--- config.mk ---
export PLATFORM = sky130hd
export DESIGN_NAME = gmlc_argmax
export DESIGN_NICKNAME = d
export VERILOG_FILES = /design/src/gmlc_pkg.sv /design/src/gmlc_argmax.sv
export SDC_FILE = /design/constraint.sdc
export NUM_CORES = 1
export LEC_CHECK = 0
export BUFFER_PORTS_ARGS = -buffer_cell sky130_fd_sc_hd__buf_2
export CORE_AREA = 5 5 289 291
export CTS_BUF_LIST = sky130_fd_sc_hd__clkbuf_2
export DETAILED_ROUTE_END_ITERATION = 10
export DIE_AREA = 0 0 294 296
export PLACE_DENSITY = 0.57
export SLEW_MARGIN = 20
export SYNTH_ARGS = -nofsm -noshare
export SYNTH_HDL_FRONTEND = slang
export SYNTH_SLANG_ARGS = --single-unit
--- constraint.sdc ---
create_clock -name clock -period 4.05 [get_ports clock]
set_input_delay 0.2025 -clock clock [delete_from_list [all_inputs] [get_ports clock]]
set_output_delay 0.2025 -clock clock [all_outputs]
set_load 0.03 [all_outputs]
--- src/gmlc_pkg.sv ---
`timescale 1ns / 1ps
package gmlc_pkg;

   localparam int PIXEL_W        = 8;
   localparam int MEAN_W         = 16;
   localparam int INV_W          = 16;
   localparam int LOGNORM_W      = 16;
   localparam int LABEL_W        = 8;
   localparam int COUNT_W        = 3;
   localparam int INDEX_W        = 3;
   localparam int WORD_W         = 56;
   localparam int NUM_CLASS_REGS = 7;

   // d = pixel*256 - mean, signed Q8.8
   localparam int DIFF_W    = MEAN_W + 2;
   // |d| never exceeds 65535
   localparam int ABS_W     = MEAN_W;
   localparam int SQ_W      = 2 * ABS_W;
   localparam int PEN_W     = SQ_W + INV_W;
   // lognorm Q8.8 aligned to the Q.28 penalty
   localparam int LOG_SHIFT = 20;
   localparam int SCORE_W   = PEN_W + 2;

   localparam logic [INDEX_W-1:0] REG_COUNT  = 3'd0;
   localparam logic [INDEX_W-1:0] REG_CLASS0 = 3'd1;

   typedef struct packed {
      logic        [LABEL_W-1:0]   label;
      logic signed [LOGNORM_W-1:0] lognorm;
      logic        [INV_W-1:0]     inv2var;
      logic        [MEAN_W-1:0]    mean;
   } class_word_type;

   typedef struct packed {
      logic signed [SCORE_W-1:0] score;
      logic        [LABEL_W-1:0] label;
      logic                      active;
   } cand_type;

   typedef struct packed {
      logic en_diff;
      logic en_square;
      logic en_penalty;
      logic en_score;
   } lane_ctl_type;

   // depth of the registered compare tree, at least one level
   function automatic int tree_levels(input int n);
      int lv;
      lv = 1;
      for (int k = 0; k < 8; k++) begin
         if ((1 << lv) < n) begin
            lv = lv + 1;
         end
      end
      return lv;
   endfunction

endpackage

--- src/gmlc_argmax.sv ---
`timescale 1ns / 1ps
module gmlc_argmax
   import gmlc_pkg::*;
#(
   parameter  int MAX_CLASSES = 7,
   localparam int TREE_LEVELS = tree_levels(MAX_CLASSES)
) (
   input  logic                      clock,
   input  logic signed [SCORE_W-1:0] score [MAX_CLASSES],
   input  class_word_type            class_word [MAX_CLASSES],
   input  logic [COUNT_W-1:0]        class_count,
   input  logic [TREE_LEVELS-1:0]    en_tree,
   output logic [LABEL_W-1:0]        winner_label
);

   localparam int NPAD = 1 << TREE_LEVELS;

   cand_type leaf    [NPAD];
   cand_type all_c   [1:2*NPAD-1];
   cand_type node_in [1:NPAD-1];
   cand_type node_ff [1:NPAD-1];
   logic     node_en [1:NPAD-1];

   // only classes below class_count take part; others carry label 0
   for (genvar i = 0; i < NPAD; i++) begin : g_leaf
      if (i < MAX_CLASSES) begin : g_used
         logic act;
         assign act = (COUNT_W'(i) < class_count);
         assign leaf[i] = '{score:  score[i],
                            label:  act ? class_word[i].label : '0,
                            active: act};
      end else begin : g_pad
         assign leaf[i] = '0;
      end
   end

   always_comb begin
      for (int j = 1; j < NPAD; j++) begin
         all_c[j] = node_ff[j];
      end
      for (int j = 0; j < NPAD; j++) begin
         all_c[NPAD + j] = leaf[j];
      end
      // right child wins if active and the left is inactive or scores strictly lower: ties stay low
      for (int j = 1; j < NPAD; j++) begin
         if (all_c[2*j+1].active &&
             (!all_c[2*j].active || (all_c[2*j+1].score > all_c[2*j].score))) begin
            node_in[j] = all_c[2*j+1];
         end else begin
            node_in[j] = all_c[2*j];
         end
      end
      for (int d = 0; d < TREE_LEVELS; d++) begin
         for (int j = (1 << d); j < (2 << d); j++) begin
            node_en[j] = en_tree[TREE_LEVELS-1-d];
         end
      end
   end

   always_ff @(posedge clock) begin
      for (int j = 1; j < NPAD; j++) begin
         if (node_en[j]) begin
            node_ff[j] <= node_in[j];
         end
      end
   end

   assign winner_label = node_ff[1].label;

endmodule
==> summary.md, run 1 <==
| Metric | Value |
|---|---|
| Synth cell types | 57 |
| Dpl ws | 0.375 ns |
| CTS max path bufs | 3 |
| I/O Buffers | 420 |
| Post-synth EDFFs | 362 |
| Synth Register Bits | 362 |
| Failed at | 4_1_cts |
| Cts hold-fix bufs | 699 |
| Yosys warns | 0 |
| Syn Inst Count | 1846 |
| Sequential fraction of the synthesis area | 48.5% |
| Placed inst area | 26000 µm² |
| Primary FF master, synth | edfxtp_1 |
| Cts repair resizes | 0 |
| Sinks on Clock Net | 362 |
| Total CTS buffers | 95 |
| Chip height | 296 µm |
| Most common cell in the netlist | edfxtp_1 |
| HPWL after detailed placement | 53.6 mm |
| I/O pins | 757 |
| Root Driver | clkbuf_2 |
| Post-synth top cells | edfxtp_1 (362), inv_1 (336), ha_1 (300) |
| Syn_area_per_cell | 12.1 µm² |
| Outcome | aborted with a tool error |
| GPL Wtd Cong | 0.927 |
| Core Rows | 104 |
| Synth async-reset ratio | 0% |
| Largest cells by area after synthesis | edfxtp_1 (49%), ha_1 (17%), mux2_2 (13%) |
| Synthesized area | 22400 µm² |
| Share of the synthesized area in the top cell type | 48.5% |
| Biggest area consumer among synthesized cells | edfxtp_1 |
| Initial core utilization | 27.9% |
| Die width | 294 µm |
| H-Tree Level Count | 3 |
| Postcts setup bufs | 0 |
| Tool Error | [ERROR RSZ-0060] Max buffer count reached. |
| Syn_nets | 2895 |
[cell families after synthesis]
group	share of synthesized area, %
flip-flops	48.5
adder cells (fa/ha/maj)	16.7
buffers and inverters	6.68
AND/OR/NAND/NOR	6.09
AO/OA/AOI/OAI	7.49
multiplexers	14.5
[through the flow]
step	hold slack, ns	cells
detailed placement	0.382	3325
global placement	0.382	3325
floorplan	0.301	1846
==> run 2, diff against run 1 <==
--- a/config.mk
+++ b/config.mk
@@ -6,11 +6,10 @@
 export NUM_CORES = 1
 export LEC_CHECK = 0
 export BUFFER_PORTS_ARGS = -buffer_cell sky130_fd_sc_hd__buf_2
-export CORE_AREA = 5 5 289 291
-export CTS_BUF_LIST = sky130_fd_sc_hd__clkbuf_2
+export CORE_AREA = 5 5 288 290
 export DETAILED_ROUTE_END_ITERATION = 10
-export DIE_AREA = 0 0 294 296
-export PLACE_DENSITY = 0.57
+export DIE_AREA = 0 0 293 295
+export PLACE_DENSITY_LB_ADDON = 0.15
 export SLEW_MARGIN = 20
 export SYNTH_ARGS = -nofsm -noshare
 export SYNTH_HDL_FRONTEND = slang
==> run 2 against run 1 <==
The run now ends clean. Synthesized cell count is the same. Area after synthesis is the same.
==> summary.md, run 2 <==
| Metric | Value |
|---|---|
| Unrepaired setup endpoints after global routing | false |
| Setup TNS | 0 ns |
| Hold Vio Cnt, Final | 0 |
| Cell repeated most along the worst path | dlygate4sd3_1 |
| Root Driver | clkbuf_16 (was clkbuf_2) |
| Biggest area consumer among synthesized cells | edfxtp_1 (unchanged) |
| First DRT Iteration DRCs | 632 |
| Design area | 30800 µm² |
| CP Capture Type | register |
| Vias in the first global route | 17700 |
| CTS max path bufs | 3 (unchanged) |
| Largest cells by area after synthesis | edfxtp_1 (49%), ha_1 (17%), mux2_2 (13%) (unchanged) |
| I/O Buffers | 420 (unchanged) |
| HPWL after detailed placement | 54.8 mm (was 53.6 mm) |
| Syn Inst Count | 1846 (unchanged) |
| TritonCTS clock tree | built |
| Post-layout min period | 3.95 ns |
| Sinks on Clock Net | 362 (unchanged) |
| Vias per cell | 4.51 |
| First-pass GRT wire length | 104 mm |
| Max cap viols | 0 |
| Residual DRC | 0 |
| Layout cells sized above 1 | 29.4% |
| Syn_area_per_cell | 12.1 µm² (unchanged) |
| Yosys warns | 0 (unchanged) |
| Synth async-reset ratio | 0% (unchanged) |
| R2r startpoint | node_ff[0][332] |
| Worst Tran Pin Value | 0.878 ns |
| Primary FF master, synth | edfxtp_1 (unchanged) |
| Largest fanout on the critical path | 51 |
| Die width | 293 µm (was 294 µm) |
| Post-Synth Simple-Gate Area | 6.09% (unchanged) |
| LEAKAGE | 13.9 nW |
| Synthesized area | 22400 µm² (unchanged) |
| Core Rows | 104 (unchanged) |
| Setup-failing EPs final | 0 |
| Grt ovf | 0 |
| Largest net degree at the start of global routing | 74 |
| Min-delay src | score[251] |
| Critical Path RT | 4.33 ns |
| Crit. Startpoint | score[223] |
| Synth cell types | 57 (unchanged) |
| Max reg flops | 362 |
| Most common cell in the netlist | edfxtp_1 (unchanged) |
| Sequential fraction of the synthesis area | 48.5% (unchanged) |
| Routed wire length | 69.8 mm |
| Hold WC Path Type | input pin to register |
| Main combinational cell family by area after synthesis | adder cells (unchanged) |
| Fmax | 253 MHz |
| ANT nets after route | 0 |
| Mux share of post-synthesis cell area | 14.5% (unchanged) |
| Syn_nets | 2895 (unchanged) |
| Largest regs | node_ff: 362 flops |
| H-Tree Level Count | 2 (was 3) |
| Most frequent cells in the layout | buf_2 (418), edfxtp_1 (362), dlygate4sd3_1 (344) |
| Leading cell type in the layout, fill and taps excluded | buf_2 |
| Total Power | 11.6 mW |
| Crit-path max cell delay | 0.58 ns |
| Worst Clk Skew | 0.0180 ns |
| Peak VDD IR | 0.190 mV |
| Layout area overhead | 37.6% |
| Global-route usage over all layers | 15.5% |
| Total CTS buffers | 44 (was 95) |
| Arrival @ worst endpoint | 4.23 ns |
| Outcome | completed (was aborted with a tool error) |
| Synth Register Bits | 362 (unchanged) |
| Initial core utilization | 28.0% (was 27.9%) |
| GPL Wtd Cong | 0.893 (was 0.927) |
| Final Slew Violations | 0 |
| Final worst-path cycle share | 97.6% |
| Die ar. | 86400 µm² |
| Drt first pass iters | 5 |
| Worst skew pair latency | 0.55 ns |
| Initial antenna violation count | 10 |
| Kind of critical path | input pin to register |
| Element type at the critical path start | input pin |
| Synth Area in Compound Gates | 7.49% (unchanged) |
| Placed inst area | 26000 µm² (about the same) |
| Worst-path cell chain | dlygate4sd3_1, buf_2, inv_1, ha_1, nand4_1, nor3_1, nand3_1, a311oi_1, buf_4, or3_1, o21ai_0, a21oi_4, buf_12, mux2_2, dlygate4sd3_1 |
| Post-synth top cells | edfxtp_1 (362), inv_1 (336), ha_1 (300) (unchanged) |
| Chip height | 295 µm (was 296 µm) |
| Top reg by flops | node_ff |
| Final core occ | 38.5% |
| Wire per inst | 18.6 µm |
| Final #Nets | 3702 |
| Slowest stage cell on the critical path | dlygate4sd3_1 |
| Vias | 16900 |
| Post-synth EDFFs | 362 (unchanged) |
| Max transition margin | 41.4% |
| Adder-cell share of the synthesized area | 16.7% (unchanged) |
| Share of the synthesized area in the top cell type | 48.5% (unchanged) |
| I/O pins | 757 (unchanged) |
| Clock transition at path regs | 0.06 ns |
| Core area | 80000 µm² |
| XOR/XNOR share of the synthesized area | 0% (unchanged) |
| Hold_ws | 0.0338 ns |
| Pwr Density | 377 nW/µm² |
## run 2: cell counts after synthesis
No cell type changed its count.
## run 2: repair_timing
action | 4_1_cts | 5_1_grt
hold endpoints to repair | 219 | 0
hold buffers | 344 | 0
gates resized for setup | 0 | 6
endpoints found under the setup margin | 0 | 59
setup buffers | 0 | 1
## run 2: through the flow
stage | setup slack, ns | instances
final | 0.0981 | 3748
after global routing | 0.0128 | 3746
after CTS | 0.00122 | 3744
after detailed placement | 0.257 | 3322
after global placement | 0.293 | 3322
after floorplan | 1.10 | 1846
## run 2: cells by family after synthesis
| group | after synthesis |
|---|---|
| AOI/OAI and AO/OA | 270 |
| adders and majority gates | 300 |
| buffers and inverters | 370 |
| DFF | 362 |
| muxes | 290 |
| and+or+nand+nor | 254 |
## run 2: critical path, delay by kind of cell
kind	cells	cell delay (ns)
buffers and inverters	6	1.69
AND/OR/NAND/NOR	4	1.02
AO/OA/AOI/OAI	3	0.60
multiplexers	1	0.38
adder cells (fa/ha/maj)	1	0.30
## run 2: final cells by class
| cell class | count | area, µm² |
|---|---|---|
| Antenna cell | 3 | 7.51 |
| Timing Repair Buffer | 795 | 5880 |
| Fill cell | 7807 | 49200 |
| Tap cell | 1060 | 1330 |
| Inverter | 336 | 1260 |
| Clock buffer | 53 | 1160 |
| Sequential cell | 362 | 10900 |
| Clock inverter | 25 | 236 |
| Multi-Input combinational cell | 1114 | 10100 |
## run 2: power by group
group          switching, mW  leakage (nW)  internal (mW)
clock                   1.56         0.668           2.29
combinational           1.41          9.69           1.47
sequential             0.199          3.54           4.69
## run 2: worst paths after layout
| check | depth (start not counted) | slack, ns | to |
|---|---|---|---|
| max | 15 | 0.1 | node_ff[0][335] |
| min | 2 | 0.03 | node_ff[0][246] |
| max reg2reg | 11 | 0.32 | node_ff[0][134] |
| min reg2reg | 1 | 0.55 | node_ff[0][65] |
## run 2: metal layers
| metal | track usage, % | routed length [µm] | vias to the layer above | part of all wire (%) |
|---|---|---|---|---|
| li1 | - | - | 8391 | - |
| met1 | 22.4 | 34500 | 7931 | 49 |
| met2 | 23.9 | 29600 | 477 | 42 |
| met3 | 3.13 | 3960 | 101 | 5.7 |
| met4 | 4.05 | 1740 | 10 | 2.5 |
| met5 | 0 | 49 | - | 0.070 |
No activity file was read; power rests on OpenSTA's default activity.
==> run 3, diff against run 2 <==
--- a/config.mk
+++ b/config.mk
@@ -6,9 +6,9 @@
 export NUM_CORES = 1
 export LEC_CHECK = 0
 export BUFFER_PORTS_ARGS = -buffer_cell sky130_fd_sc_hd__buf_2
-export CORE_AREA = 5 5 288 290
+export CORE_AREA = 2 2 293 295
 export DETAILED_ROUTE_END_ITERATION = 10
-export DIE_AREA = 0 0 293 295
+export DIE_AREA = 0 0 295 297
 export PLACE_DENSITY_LB_ADDON = 0.15
 export SLEW_MARGIN = 20
 export SYNTH_ARGS = -nofsm -noshare
==> run 3 against run 2 <==
Total power is 3.0% higher. Utilization decreased by 1.2 points. Register-to-register slack better by 0.07 ns. Sequential power hardly changed. Combinational power increased by 3%. Clock power is 7.0% higher. Non-clock buffer count increased by 42. Clock-buffer cell count is the same. Sequential cell count stayed put.
==> summary.md, run 3 (synthesis gave the netlist of run 2 again) <==
| Metric | Value |
|---|---|
| CTS max path bufs | 3 (unchanged) |
| HPWL after detailed placement | 54.2 mm (was 54.8 mm) |
| Root Driver | clkbuf_16 (unchanged) |
| H-Tree Level Count | 2 (unchanged) |
| LEAKAGE | 14.2 nW (was 13.9 nW) |
| Initial antenna violation count | 12 (was 10) |
| I/O pins | 757 (unchanged) |
| Die width | 295 µm (was 293 µm) |
| Final worst-path cycle share | 98.2% (was 97.6%) |
| Initial core utilization | 26.5% (was 28.0%) |
| Clock transition at path regs | 0.06 ns (about the same) |
| Vias per cell | 4.42 (was 4.51) |
| Core area | 84500 µm² (was 80000 µm²) |
| Worst skew pair latency | 0.58 ns (was 0.55 ns) |
| Wire per inst | 18.1 µm (was 18.6 µm) |
| Worst Tran Pin Value | 0.814 ns (was 0.878 ns) |
| Unrepaired setup endpoints after global routing | false (unchanged) |
| Crit. Startpoint | score[225] (was score[223]) |
| Worst R2R End | node_ff[0][156] (was node_ff[0][134]) |
| Layout cells sized above 1 | 28.9% (was 29.4%) |
| Vias in the first global route | 18300 (was 17700) |
| Residual DRC | 0 (unchanged) |
| Sinks on Clock Net | 362 (unchanged) |
| Total Power | 12.0 mW (was 11.6 mW) |
| Peak VDD IR | 0.203 mV (was 0.190 mV) |
| Routed wire length | 70.0 mm (was 69.8 mm) |
| First-pass GRT wire length | 105 mm (was 104 mm) |
| Clk pwr share | 34.3% (was 33.1%) |
| Chip height | 297 µm (was 295 µm) |
| Critical Path RT | 4.36 ns (was 4.33 ns) |
| Sw power | 3.24 mW (was 3.17 mW) |
| Worst Clk Skew | 0.0172 ns (was 0.0180 ns) |
| Pint | 8.72 mW (was 8.45 mW) |
| Layout area overhead | 40.7% (was 37.6%) |
| Largest net degree at the start of global routing | 119 (was 74) |
| R2R cell count | 11 (unchanged) |
| Kind of critical path | input pin to register (unchanged) |
| Placed inst area | 26100 µm² (was 26000 µm²) |
| Fmax | 251 MHz (was 253 MHz) |
| I/O Buffers | 420 (unchanged) |
| Arrival @ worst endpoint | 4.28 ns (was 4.23 ns) |
| ANT nets after route | 0 (unchanged) |
| Setup TNS | 0 ns (unchanged) |
| Outcome | completed (unchanged) |
| Leading cell type in the layout, fill and taps excluded | buf_2 (unchanged) |
| CP Capture Type | register (unchanged) |
| Max transition margin | 45.7% (was 41.4%) |
| GPL Wtd Cong | 0.871 (was 0.893) |
| Design area | 31500 µm² (was 30800 µm²) |
| Setup-failing EPs final | 0 (unchanged) |
| Vias | 17100 (was 16900) |
| First DRT Iteration DRCs | 779 (was 632) |
| Pwr Density | 379 nW/µm² (was 377 nW/µm²) |
| Hold Vio Cnt, Final | 0 (unchanged) |
| Post-layout min period | 3.98 ns (was 3.95 ns) |
| Total CTS buffers | 45 (was 44) |
| Seq pwr share | 40.9% (was 42.1%) |
| Drt first pass iters | 5 (unchanged) |
| Final core occ | 37.3% (was 38.5%) |
| TritonCTS clock tree | built (unchanged) |
| Element type at the critical path start | input pin (unchanged) |
| Global-route usage over all layers | 15.8% (was 15.5%) |
| Core Rows | 107 (was 104) |
| R2r startpoint | node_ff[0][333] (was node_ff[0][332]) |
| Setup crit end | node_ff[0][353] (was node_ff[0][335]) |
| Largest regs | node_ff: 362 flops (unchanged) |
| Max cap viols | 0 (unchanged) |
| Die ar. | 87600 µm² (was 86400 µm²) |
| Internal reg-to-reg setup slack | 0.39 ns (was 0.32 ns) |
| # placed instances | 3405 (was 3322) |
| Sw frac | 27.1% (was 27.3%) |
| Comb pwr share | 24.8% (about the same) |
| Hold WC Path Type | input pin to register (unchanged) |
| Final Slew Violations | 0 (unchanged) |
| Most frequent cells in the layout | buf_2 (418), dlygate4sd3_1 (388), edfxtp_1 (362) (was buf_2 (418), edfxtp_1 (362), dlygate4sd3_1 (344)) |
| Max reg flops | 362 (unchanged) |
| Postcts setup bufs | 0 (unchanged) |
| Grt ovf | 0 (unchanged) |
| Top reg by flops | node_ff (unchanged) |
| Largest fanout on the critical path | 30 (was 51) |
| Final #Nets | 3745 (was 3702) |
| Min-delay src | class_word[279] (was score[251]) |
| Non-Filler Instances | 3877 (was 3748) |
==> run 3: cell count changes in the layout (fill, tap and decap cells not counted), moves of 2 or more <==
cell,delta
buf_4,-8
inv_6,+2
clkbuf_16,+2
dlygate4sd3_1,+44
clkinvlp_4,-4
bufinv_16,+2
buf_12,+6
clkinv_2,+2
clkbuf_1,-2
==> run 3: power groups by stage <==
stage | Clock, mW | Combinational (mW) | Sequential (mW)
after detailed placement | 0 | 2.57 | 4.97
after global placement | 0 | 2.53 | 4.97
final | 4.11 | 2.96 | 4.90
after CTS | 4.29 | 3.01 | 4.90
after global routing | 4.40 | 3.32 | 4.95
after floorplan | 0 | 1.54 | 4.90
==> run 3: layout make-up <==
cell class	instances	area, µm²
fillers	8245	52900
flip-flops and latches	362	10900
multi-input cells	1114	10100
repair buffers	837	6380
well taps	1144	1430
inverters	336	1260
clock buffers	53	1200
clock inverters	27	294
diodes	4	10.0
==> run 3: metrics by stage <==
stage / worst slack (ns) / hold slack, ns
CTS: 0.00117 / 0.0000883
finish: 0.0731 / 0.0412
detailed placement: 0.137 / 0.381
global route: 0.0172 / 0.0219
floorplan: 1.10 / 0.301
global placement: 0.141 / 0.382
==> run 3: what timing repair did <==
item	CTS	global route
gates resized for setup	0	4
setup endpoints to repair	0	71
hold buffers	388	0
endpoints found under the hold margin	235	0
==> run 3: critical path, stage by stage <==
cell           delay (ns)
dlygate4sd3_1        0.52
buf_2                0.10
inv_1                0.04
ha_1                 0.32
nand4_1              0.16
nor3_1               0.54
nand3_1              0.24
a311oi_1             0.30
buf_4                0.17
or3_1                0.11
o21ai_0              0.14
a21oi_4              0.22
buf_12               0.23
mux2_2               0.40
dlygate4sd3_1        0.60
==> run 3: worst min path at each step <==
stage	end	slack (ns)	depth (start not counted)
floorplan	node_ff[0][422]	0.30	0
global placement	node_ff[0][446]	0.38	1
detailed placement	node_ff[0][460]	0.38	1
CTS	node_ff[0][303]	0.00009	3
global route	node_ff[0][303]	0.02	3
finish	node_ff[0][303]	0.04	3
==> run 3: layer usage <==
layer  vias to the layer above  track usage, %  part of all wire [%]  wire length (µm)
li1                       8473               -                     -                 -
met4                         6            4.81                   2.9              2020
met3                       110            3.15                   5.5              3830
met1                      8063            22.4                    50             34700
met2                       477            24.0                    42             29400
met5                         -               0                 0.057                40
==> run 4, diff against run 3 <==
--- a/config.mk
+++ b/config.mk
@@ -6,9 +6,9 @@
 export NUM_CORES = 1
 export LEC_CHECK = 0
 export BUFFER_PORTS_ARGS = -buffer_cell sky130_fd_sc_hd__buf_2
-export CORE_AREA = 2 2 293 295
+export CORE_MARGIN = 10
+export CORE_UTILIZATION = 30
 export DETAILED_ROUTE_END_ITERATION = 10
-export DIE_AREA = 0 0 295 297
 export PLACE_DENSITY_LB_ADDON = 0.15
 export SLEW_MARGIN = 20
 export SYNTH_ARGS = -nofsm -noshare
==> constraint.sdc (replaced) <==
create_clock -name clock -period 4.05 [get_ports clock]
set_input_delay 0.6075 -clock clock [delete_from_list [all_inputs] [get_ports clock]]
set_output_delay 0.6075 -clock clock [all_outputs]
set_load 0.03 [all_outputs]
==> run 4 against run 3 <==
Die area is 1.8% lower. Routed wire length is 1.2% lower. Utilization is 0.36 points lower. Cell area is 13% lower. Sequential power hardly changed. Via count is 9.0% lower. Highest routed layer unchanged.
==> summary.md, run 4 (synthesis gave the netlist of run 2 again) <==
| Metric | Value |
|---|---|
| Busiest grt layer | met2 (unchanged) |
| Sinks on Clock Net | 362 (unchanged) |
| Fmax | 280 MHz (was 251 MHz) |
| Largest fanout on the critical path | 37 (was 30) |
| Outcome | completed (unchanged) |
| Vias in the first global route | 16300 (was 18300) |
| Seq pwr share | 42.8% (was 40.9%) |
| Cts repair resizes | 0 (unchanged) |
| Die ar. | 86000 µm² (was 87600 µm²) |
| Initial core utilization | 30.2% (was 26.5%) |
| Comb pwr share | 22.2% (was 24.8%) |
| Cts hold-fix bufs | 0 (was 388) |
| Dpl ws | -0.108 ns (was 0.137 ns) |
| Max reg flops | 362 (unchanged) |
| CTS max path bufs | 3 (unchanged) |
| Wire per inst | 20.8 µm (was 18.1 µm) |
| Setup-failing EPs final | 0 (unchanged) |
| Final setup margin | 0.484 ns (was 0.0731 ns) |
| Core area | 74200 µm² (was 84500 µm²) |
| Max cap viols | 0 (unchanged) |
| Kind of critical path | register to register (was input pin to register) |
| H-Tree Level Count | 2 (unchanged) |
| Total CTS buffers | 43 (was 45) |
| Met1 Usage GRT | 22.1% (was 22.4%) |
| ANT nets after route | 0 (unchanged) |
| Setup TNS | 0 ns (unchanged) |
| LEAKAGE | 12.5 nW (was 14.2 nW) |
| Sw frac | 26.9% (was 27.1%) |
| Die width | 293 µm (was 295 µm) |
| Met3 usage | 4.78% (was 3.15%) |
| CP Capture Type | register (unchanged) |
| Worst Clk Skew | 0.0169 ns (was 0.0172 ns) |
| Most frequent cells in the layout | buf_2 (418), edfxtp_1 (362), inv_1 (336) (was buf_2 (418), dlygate4sd3_1 (388), edfxtp_1 (362)) |
| Root Driver | clkbuf_16 (unchanged) |
| Pwr Density | 416 nW/µm² (was 379 nW/µm²) |
| Clock transition at path regs | 0.06 ns (about the same) |
| I/O Buffers | 420 (unchanged) |
| Final #Nets | 3364 (was 3745) |
| Vias | 15600 (was 17100) |
| Final Slew Violations | 0 (unchanged) |
| I/O pins | 757 (unchanged) |
| Worst skew pair latency | 0.56 ns (was 0.58 ns) |
| First DRT Iteration DRCs | 659 (was 779) |
| TritonCTS clock tree | built (unchanged) |
| Residual DRC | 0 (unchanged) |
| Unrepaired setup endpoints after global routing | false (unchanged) |
| Layout area overhead | 22.4% (was 40.7%) |
| Hold Vio Cnt, Final | 0 (unchanged) |
| Postcts setup bufs | 0 (unchanged) |
| Peak VDD IR | 0.254 mV (was 0.203 mV) |
| Global-route usage over all layers | 15.6% (was 15.8%) |
| Worst Tran Pin Value | 0.668 ns (was 0.814 ns) |
| Core Rows | 100 (was 107) |
| Sw power | 3.07 mW (was 3.24 mW) |
| HPWL after detailed placement | 56.3 mm (was 54.2 mm) |
| # fillers | 7246 (was 8245) |
| Initial antenna violation count | 26 (was 12) |
| Final worst-path cycle share | 88.0% (was 98.2%) |
| First-pass GRT wire length | 102 mm (was 105 mm) |
| Chip height | 293 µm (was 297 µm) |
| GPL Wtd Cong | 0.890 (was 0.871) |
| Critical Path RT | 4.34 ns (was 4.36 ns) |
| Leading cell type in the layout, fill and taps excluded | buf_2 (unchanged) |
| Top reg by flops | node_ff (unchanged) |
| Arrival @ worst endpoint | 3.85 ns (was 4.28 ns) |
| Element type at the critical path start | register (was input pin) |
| Met2 Use GR | 23.2% (was 24.0%) |
| Grt ovf | 0 (unchanged) |
| Largest net degree at the start of global routing | 79 (was 119) |
| Drt first pass iters | 5 (unchanged) |
| Hold WC Path Type | input pin to register (unchanged) |
| Vias per cell | 4.69 (was 4.42) |
| Clk pwr share | 35.0% (was 34.3%) |
| Max transition margin | 55.4% (was 45.7%) |
| Routed wire length | 69.1 mm (was 70.0 mm) |
| Post-layout min period | 3.57 ns (was 3.98 ns) |
| Largest regs | node_ff: 362 flops (unchanged) |
| Pint | 8.34 mW (was 8.72 mW) |
| Layout cells sized above 1 | 33.7% (was 28.9%) |
[run 4: changes by cell type in the layout (fill, tap and decap cells not counted), moves of 3 or more]
cell | previous run | this run
dlygate4sd3_1 | 388 | 0
buf_4 | 17 | 28
diode_2 | 4 | 9
clkbuf_1 | 6 | 10
clkinv_2 | 9 | 5
inv_6 | 3 | 0
[run 4: area by class of cell]
class | count | area (µm²) | share of cell area (%)
sequential | 362 | 10900 | 39.6
multi-input combinational | 1114 | 10100 | 36.7
timing repair buffer | 458 | 2540 | 9.25
inverter | 336 | 1260 | 4.60
tap | 969 | 1210 | 4.42
clock buffer | 55 | 1160 | 4.24
clock inverter | 21 | 285 | 1.04
antenna | 9 | 22.5 | 0.0821
[run 4: worst max-delay path: stages, from the launching register on]
cell	delay, ns
edfxtp_1	0.40
ha_1	0.32
a21oi_1	0.14
o21ai_0	0.17
a221oi_1	0.56
a2111oi_0	0.20
nor3_1	0.21
buf_4	0.15
mux2_2	0.35
o221ai_4	0.10
buf_12	0.26
mux2_2	0.41
[run 4: path summary, 6_finish.rpt]
check / startpoint / to / slack (ns) / cells after the start
min reg2reg: node_ff[0][239] / node_ff[0][121] / 0.55 / 1
min: score[43] / node_ff[0][465] / 0.23 / 1
max reg2reg: node_ff[0][323] / node_ff[0][156] / 0.48 / 11
max: node_ff[0][323] / node_ff[0][156] / 0.48 / 11
[run 4: power by group through the flow]
stage | combinational (mW) | sequential, mW | clock (mW)
2_1_floorplan | 1.54 | 4.90 | 0
3_3_place_gp | 2.52 | 4.95 | 0
3_5_place_dp | 2.55 | 4.96 | 0
4_1_cts | 2.59 | 4.89 | 4.15
5_1_grt | 2.86 | 4.94 | 4.30
6_report | 2.53 | 4.89 | 3.99
[run 4: through the flow]
stage / cell area (µm²) / util, % / hold WS [ns] / power, mW / cells
global route: 27400 / 36.9 / 0.187 / 12.1 / 3318
floorplan: 22400 / - / 0.510 / 6.44 / 1846
detailed placement: 26000 / 35.0 / 0.532 / 7.51 / 3239
CTS: 27400 / 36.9 / 0.178 / 11.6 / 3315
global placement: 26000 / 35.0 / 0.531 / 7.48 / 3239
finish: 27400 / 37.0 / 0.228 / 11.4 / 3324
[run 4: metal layers]
metal  up-vias  part of all wire [%]
li1       7706                     -
met1      7342                    49
met2       426                    42
met3        89                   7.0
met4        30                   1.4
met5         -                  0.32
